## config.mk

```make
export PLATFORM = sky130hd
export DESIGN_NAME = olc_search
export DESIGN_NICKNAME = d
export VERILOG_FILES = /design/src/hw/rtl/olc_pkg.sv /design/src/hw/rtl/olc_search.sv
export SDC_FILE = /design/constraint.sdc
export NUM_CORES = 1
export LEC_CHECK = 0
export BUFFER_PORTS_ARGS = -buffer_cell sky130_fd_sc_hd__buf_2
export CORE_MARGIN = 3
export CORE_UTILIZATION = 35
export DETAILED_ROUTE_END_ITERATION = 16
export GPL_ROUTABILITY_DRIVEN = 0
export SETUP_SLACK_MARGIN = 0.02
export SLEW_MARGIN = 5
export SYNTH_ARGS = -nofsm -noshare
export SYNTH_HDL_FRONTEND = slang
export SYNTH_SLANG_ARGS = --single-unit
```

## constraint.sdc

```tcl
create_clock -name clk -period 6.4 [get_ports clk]
set_input_delay 0.64 -clock clk [delete_from_list [all_inputs] [get_ports clk]]
set_output_delay 0.64 -clock clk [all_outputs]
set_load 0.005 [all_outputs]
```

## src/hw/rtl/olc_pkg.sv

```systemverilog
`timescale 1ns / 1ps
`default_nettype none
package olc_pkg;

  localparam int MAX_LINES   = 4096;
  localparam int OFFSET_BITS = 24;

  localparam int IDX_W  = $clog2(MAX_LINES);   // table address
  localparam int LINE_W = 13;                  // line_number field
  localparam int COL_W  = 25;                  // column_number field
  localparam int CNT_W  = IDX_W + 1;           // line count, holds MAX_LINES
  localparam int SIZE_W = OFFSET_BITS + 1;     // text size, holds 2^OFFSET_BITS

  localparam logic [CNT_W-1:0]  LINE_CAP     = CNT_W'(MAX_LINES);
  localparam logic [SIZE_W-1:0] OFFSET_LIMIT = SIZE_W'(1) << OFFSET_BITS;
  localparam logic [7:0]        NEWLINE      = 8'h0A;

  // command codes
  localparam logic [1:0] CMD_CLEAR = 2'd0;
  localparam logic [1:0] CMD_LOAD  = 2'd1;
  localparam logic [1:0] CMD_QUERY = 2'd2;

  // status codes
  localparam logic [1:0] ST_OK    = 2'd0;
  localparam logic [1:0] ST_RANGE = 2'd1;
  localparam logic [1:0] ST_OVF   = 2'd2;

  typedef struct packed {
    logic [1:0]  cmd;
    logic [7:0]  text_byte;
    logic        range_present;
    logic [23:0] range_begin;
    logic [23:0] range_end;
  } olc_in_word_t;

  typedef struct packed {
    logic [LINE_W-1:0] line_number;
    logic [COL_W-1:0]  column_number;
    logic [1:0]        status;
  } olc_out_word_t;

  // search unit status towards the top level
  typedef struct packed {
    logic                   busy;
    logic                   done;
    logic [IDX_W-1:0]       idx;
    logic [OFFSET_BITS-1:0] start;
  } olc_srch_stat_t;

endpackage
`default_nettype wire

```

## src/hw/rtl/olc_search.sv

```systemverilog
`timescale 1ns / 1ps
`default_nettype none
module olc_search (
  input  wire logic                            clk,
  input  wire logic                            rst_n,
  input  wire logic                            start,
  input  wire logic                            present,
  input  wire logic [olc_pkg::OFFSET_BITS-1:0] pos,
  input  wire logic [olc_pkg::CNT_W-1:0]       line_total,
  input  wire logic                            take,
  output      logic                            rd_en,
  output      logic [olc_pkg::IDX_W-1:0]       rd_addr,
  input  wire logic [olc_pkg::OFFSET_BITS-1:0] rd_data,
  output      olc_pkg::olc_srch_stat_t         stat
);
  import olc_pkg::*;

  typedef enum logic [1:0] {S_IDLE, S_STEP, S_DONE} state_t;

  state_t                 state_r, state_nxt;
  logic [IDX_W-1:0]       lo_r, lo_nxt;
  logic [CNT_W-1:0]       hi_r, hi_nxt;
  logic [IDX_W-1:0]       mid_r;
  logic [OFFSET_BITS-1:0] start_r, start_nxt;
  logic [OFFSET_BITS-1:0] pos_r, pos_nxt;
  logic [CNT_W-1:0]       span;
  logic                   more;
  logic [IDX_W-1:0]       mid_nxt;

  // next interval; the read for its midpoint is issued in the same cycle
  always_comb begin
    lo_nxt    = lo_r;
    hi_nxt    = hi_r;
    start_nxt = start_r;
    pos_nxt   = pos_r;
    unique case (state_r)
      S_IDLE: begin
        lo_nxt    = '0;
        hi_nxt    = present ? line_total : CNT_W'(1);
        start_nxt = '0;
        pos_nxt   = pos;
      end
      S_STEP: begin
        if (rd_data <= pos_r) begin
          lo_nxt    = mid_r;
          start_nxt = rd_data;
        end else begin
          hi_nxt = {1'b0, mid_r};
        end
      end
      default: ;
    endcase
    span    = hi_nxt - {1'b0, lo_nxt};
    more    = span > CNT_W'(1);
    mid_nxt = lo_nxt + span[CNT_W-1:1];
  end

  always_comb begin
    state_nxt = state_r;
    unique case (state_r)
      S_IDLE:  if (start) state_nxt = more ? S_STEP : S_DONE;
      S_STEP:  if (!more) state_nxt = S_DONE;
      S_DONE:  if (take)  state_nxt = S_IDLE;
      default: state_nxt = S_IDLE;
    endcase
  end

  assign rd_en   = more && ((state_r == S_IDLE && start) || state_r == S_STEP);
  assign rd_addr = mid_nxt;

  always_ff @(posedge clk) begin
    if (!rst_n) begin
      state_r <= S_IDLE;
    end else begin
      state_r <= state_nxt;
    end
    if ((state_r == S_IDLE && start) || state_r == S_STEP) begin
      lo_r    <= lo_nxt;
      hi_r    <= hi_nxt;
      mid_r   <= mid_nxt;
      start_r <= start_nxt;
      pos_r   <= pos_nxt;
    end
  end

  assign stat.busy  = state_r != S_IDLE;
  assign stat.done  = state_r == S_DONE;
  assign stat.idx   = lo_r;
  assign stat.start = start_r;

endmodule
`default_nettype wire

```

**Yosys cells after proc, flatten, opt, wreduce, memory -nomap -nowiden**

Cells that the tools add are included.

- Word-level logic and storage cells: 37
- Bits in latches: 0
- ROM bits: 0
- Input bits: 66
- Output and inout bits: 51
- Register bits: 87
- Memories kept: 0
- RAM bits: 0

- Div/mod/pow operators: 0
- $mul: 0
- Add/subtract/negate cells: 2
- Reduce and logical (&&, ||, !) cells: 9
- Shifts and indexed selects: 0
- Muxes and demuxes: 12
- Bitwise gates (word level): 0
- Equality and inequality tests: 6
- Order comparisons: 2

Operators by type and width:

| cell | count |
|---|---|
| one-hot mux 24 bit (2 select lines) | 1 |
| 2-to-1 mux 13 bit | 2 |
| one-hot mux 13 bit (2 select lines) | 1 |
| <= comparator 24 bit | 1 |
| 2-to-1 mux 24 bit | 1 |
| one-hot mux 12 bit (2 select lines) | 1 |
| greater-than comparator 13 x 1 -> 1 bit, second input constant | 1 |
| subtractor 13 x 12 -> 13 bit | 1 |
| adder 12 bit | 1 |
| 2-to-1 mux 12 bit | 1 |
| 2-to-1 mux 2 bit | 4 |
| inequality test 2 bit, second input constant | 4 |
| one-hot mux 2 bit (3 select lines) | 1 |
| AND reduction 3 bit | 2 |
| nonzero test 2 bit | 2 |
| equality test 2 x 1 -> 1 bit, second input constant | 1 |
| equality test 2 bit, second input constant | 1 |
| logical AND 1 bit | 2 |
| logical NOT 2 bit | 1 |
| AND reduction 2 bit | 1 |
| logical OR 1 bit | 1 |

**Depth between registers and ports, before layout**

- Word-level depth: 8
- Gate-level depth with buffers: 26

**Worst setup path after synthesis**

OpenSTA, ideal clock, no wires.

- Path type: in2out
- Start point: input rd_data[22] (netlist bit)
- End point: output rd_addr[10] (netlist bit)
- Buffers on the path: 1
- Arrival time: 5159 ps
- Data required time: 5760 ps
- Stages on the path: 22
- Slack: 601 ps
- Path through: ha_1 nand4_2 nor4_2 nor3b_2 o31a_1 o21ai_1 and2_1 clkbuf_1 a22o_1 ha_1 fa_1 inv_1 ha_1 fa_1 a21o_1 a21oi_1 o21bai_1 a21oi_1 o21bai_1 a21oi_1 nor4bb_1 a311o_1

- Longest elaborated chain between the ends: 5
- Elaborated cells on any way between the ends: 7
- Classes of those cells: 2 x add/sub; 1 x order compare; 4 x mux

RTL lines:

| what | RTL line | RTL |
|---|---|---|
| start, declared | olc_search.sv:13 | `input wire logic [olc_pkg::OFFSET_BITS-1:0] rd_data,` |
| <= comparator 24 bit * | olc_search.sv:44 | `if (rd_data <= pos_r) begin` |
| 2-to-1 mux 12 bit * | olc_search.sv:44 |  |
| one-hot mux 12 bit (2 select lines) * | olc_search.sv:36 | `unique case (state_r)` |
| via lo_nxt[0] | olc_search.sv:21 | `logic [IDX_W-1:0] lo_r, lo_nxt;` |
| subtractor 13 x 12 -> 13 bit | olc_search.sv:53 | `span = hi_nxt - {1'b0, lo_nxt};` |
| adder 12 bit * | olc_search.sv:55 | `mid_nxt = lo_nxt + span[CNT_W-1:1];` |
| end, declared | olc_search.sv:12 | `output logic [olc_pkg::IDX_W-1:0] rd_addr,` |

The timed path passes the listed nets; every way through them passes the cells marked *.

**Worst setup path after layout**

- Start point: input rd_data[13] (netlist bit)
- End point: output rd_addr[11] (netlist bit)

- Longest elaborated chain between the ends: 5
- Elaborated cells on any way between the ends: 7
- Classes of those cells: 2 x add/sub; 1 x order compare; 4 x mux

RTL lines:

| what | RTL line | RTL |
|---|---|---|
| <= comparator 24 bit | olc_search.sv:44 |  |
| 2-to-1 mux 13 bit | olc_search.sv:44 |  |
| one-hot mux 13 bit (2 select lines) | olc_search.sv:36 |  |
| via hi_nxt[2] | olc_search.sv:22 | `logic [CNT_W-1:0] hi_r, hi_nxt;` |
| subtractor 13 x 12 -> 13 bit | olc_search.sv:53 |  |
| adder 12 bit | olc_search.sv:55 |  |

The timed path passes the listed nets, and every way through them passes these cells.

==> results.md <==
* Status: finished clean
* Sw Pwr at 806 µW
* Syn Area/Cell at 11.6 µm²
* Inst Count DP at 734
* Initial antenna violation count at 0
* Post-synth cell types at 60
* Layout cells sized above 1 at between 30 and 40%
* Starting DRT DRC Count at 189
* Number of synthesized flops with an enable pin at 85
* Top_reg_cell synth: edfxtp_1
* Dpl hpwl at 9350 µm
* Fillers at 1294
* Uppermost routed layer: met4
* Clk_skew at 8.17 ps
* I/O pins at 117
* Metal2 WL at 5860 µm
* Avg WL per Cell at 16.3 µm
* Row cnt at 43
* Worst-path clk slew at around 70 ps
* Clock Path Buffers at 2
* Chip width at 126 µm
* GRT Residual Overflow at 0
* Cts hold-fix bufs at 0
* Final hold slack at 456 ps
* Clock power frac at 23.3%
* Post-Synthesis Cells at 434
* Clock Sinks at 87
* Final Cycle Share at 95.5%
* Port Buf Inserts at about 120
* Slew @ Worst Pin at 1140 ps
* Total CTS buffers at 9
* Die Y at 126 µm
* Wl on met1 at between 5000 and 6000 µm
* Switching Share at 34.6%
* Die ar. at between 15000 and 20000 µm²
* # H-tree levels at 3
* Hold EP: pos_r[15]
* Worst hold path class: in -> reg
* Starting density of the core at a little over a third
* Flops & latches, synth at 87
* Slew Limit Fails at 0
* Hold path start: pos[15]
* Met3 WL at around 940 µm
* Routed vias at 3783
* Power Density at 367 nW/µm²
* Max Freq at approximately 160 MHz
* Reg2reg end: mid_r[11]
* Fin. Hold Viols at 0
* Core area at approximately 14000 µm²
* Finished Layout Cells at about 750
* Sequential area share after synthesis at 51.7%
* Vias per cell at 5.02
* RSZ-0062 raised after global routing: true
* Mapped Nets at 549
* DRT Wirelength at 12300 µm
* TritonRoute pass-1 iters at 5
* Internal power at between 1500 and 2000 µW
* Synthesis-to-layout area growth at 26.9%
* Worst R2R Setup Slack at approximately 1200 ps
* Setup Crit Path Kind: in -> out
* Peak supply drop at 0.324 mV
* Crit path time final at 6110 ps
* Synthesized cell area at around 5000 µm²
* Final nets at 683
* Clk root buf: clkbuf_16
* Crit path max fanout at 6
* CTS tree: yes
* # setup viols final at 0
* Most frequent cells in the layout: buf_2, edfxtp_1, inv_1, ha_1, and2_1
* P_leak at 0.00282 µW
* Final ANT Viol Nets at 0
* DRC Markers at 0
* Reg2Reg Depth at 24
* Yosys warnings at 0
* Worst r2r src: pos_r[19]
* Antenna fix cells at 0
* Largest net degree at the start of global routing at 41
* Maxcap violations at 0
* Hold depth at 1
* Combinational power share at a little over two fifths
* Worst path required time at 5760 ps
* Most common cell after layout, fill and taps aside: buf_2
* Reg power frac at 34.4%
* Vias in the first global route at 3808
* Worst skew pair latency at 360 ps
* Global-route wire length before repair at 19400 µm
* Setup crit start kind: input port
* Async set or reset register ratio after synthesis at 0%
* Setup crit end kind: output port
* CP Data Arrival Time at between 5000 and 6000 ps
* Total track usage at 15.6%
* Slew margin rel. at 23.8%
==> per-stage QoR <==
| step | setup WS, ps | total power, µW | instance area [µm²] | TNS, ps | utilization [%] |
|---|---|---|---|---|---|
| floorplan | 601 | 1430 | 5020 | 0 | - |
| finish | 290 | 2330 | 6370 | 0 | 45.7 |
| CTS | 30.7 | 2300 | 6200 | 0 | 44.5 |
| global placement | 156 | 1730 | 5890 | 0 | 42.3 |
| detailed placement | 57.7 | 1740 | 5890 | 0 | 42.3 |
| global route | -1.03 | 2490 | 6370 | -1.03 | 45.7 |
==> how the worst max path moves through the flow <==
stage	from	endpoint	slack [ps]	depth (start not counted)
after floorplan	rd_data[22]	rd_addr[10]	600	22
after global placement	rd_data[22]	rd_addr[11]	160	24
after detailed placement	rd_data[22]	rd_addr[11]	60	25
after CTS	rd_data[18]	rd_addr[11]	30	27
after global routing	pos_r[18]	rd_addr[11]	-1	25
final	rd_data[13]	rd_addr[11]	290	25
==> power by group through the flow <==
stage | clock network [µW] | logic, µW | registers, µW
2_1_floorplan | 0 | 630 | 804
3_3_place_gp | 0 | 913 | 814
3_5_place_dp | 0 | 929 | 816
4_1_cts | 558 | 937 | 804
5_1_grt | 584 | 1100 | 812
6_report | 544 | 987 | 803
==> logic make-up after synthesis <==
| family | after synthesis | synth area share, % |
|---|---|---|
| adders and majority gates | 49 | 12.5 |
| muxes | 4 | 0.798 |
| AOI/OAI and AO/OA | 112 | 15.5 |
| buffers and inverters | 62 | 4.74 |
| DFF | 87 | 51.7 |
| xor gates and xnor gates | 13 | 2.69 |
| and+or+nand+nor | 107 | 12.1 |
==> critical path: stages <==
cell     delay (ps)
buf_2           110
ha_1            290
nand2_1         100
nor4_4          320
nor3b_4         240
o31a_1          220
o211a_4         220
buf_4           170
a22oi_1         100
o21ai_1         300
ha_4            270
nor2b_2         150
o31a_1          330
o21a_1          210
nor3_2          130
nor2_1           70
ha_1            250
nor3_1          130
o21ai_0         150
a31oi_2         210
nor2b_1          80
o21ai_1         210
a21oi_2          90
xnor3_1         350
buf_2           140
==> layer usage <==
metal | GRT usage, % | vias up
met5 | 0 | -
met4 | 3.60 | 0
met3 | 4.92 | 11
met2 | 25.6 | 124
met1 | 20.3 | 1776
li1 | - | 1872
==> what timing repair did <==
| action | CTS | global route |
|---|---|---|
| pin swaps | 2 | 12 |
| cloned | 0 | 0 |
| endpoints found under the hold margin | 0 | 0 |
| resized for setup | 1 | 27 |
| buffers inserted | 0 | 3 |
| setup endpoints to repair | 1 | 4 |
==> flip-flops by register name (all words and copies together), names as in the netlist <==
name     count
lo_r        12
hi_r        13
state_r      2
mid_r       12
pos_r       24
start_r     24
==> Yosys cell counts (all sizes together), types with 3 or more instances <==
library cell | instances | area share, %
edfxtp | 85 | 51
nand3 | 3 | 0.40
a21oi | 24 | 2.4
nor3 | 7 | 0.70
a22o | 8 | 1.4
mux2i | 4 | 0.80
inv | 52 | 3.9
ha | 47 | 12
and2 | 27 | 3.4
nor2b | 6 | 0.90
nor2 | 20 | 1.5
nand4 | 4 | 0.62
xnor2 | 11 | 2.1
o211ai | 5 | 0.75
nand2 | 22 | 1.6
and3b | 3 | 0.52
clkbuf | 8 | 0.60
or2 | 5 | 0.62
o21a | 7 | 1.0
o21ai | 22 | 2.3
a31oi | 6 | 0.75
a22oi | 14 | 2.1
o22ai | 3 | 0.37
o31a | 4 | 0.70
a21o | 4 | 0.60
o21bai | 3 | 0.45
==> area by class of cell <==
| cell class | instances | area [µm²] | area share [%] |
|---|---|---|---|
| Sequential cell | 87 | 2590 | 40.7 |
| Inverter | 52 | 195 | 3.07 |
| Clock buffer | 9 | 225 | 3.54 |
| Clock inverter | 7 | 78.8 | 1.24 |
| Tap cell | 180 | 225 | 3.54 |
| Timing Repair Buffer | 133 | 708 | 11.1 |
| Multi-Input combinational cell | 285 | 2340 | 36.8 |
Power figures use the tool's default switching activity.
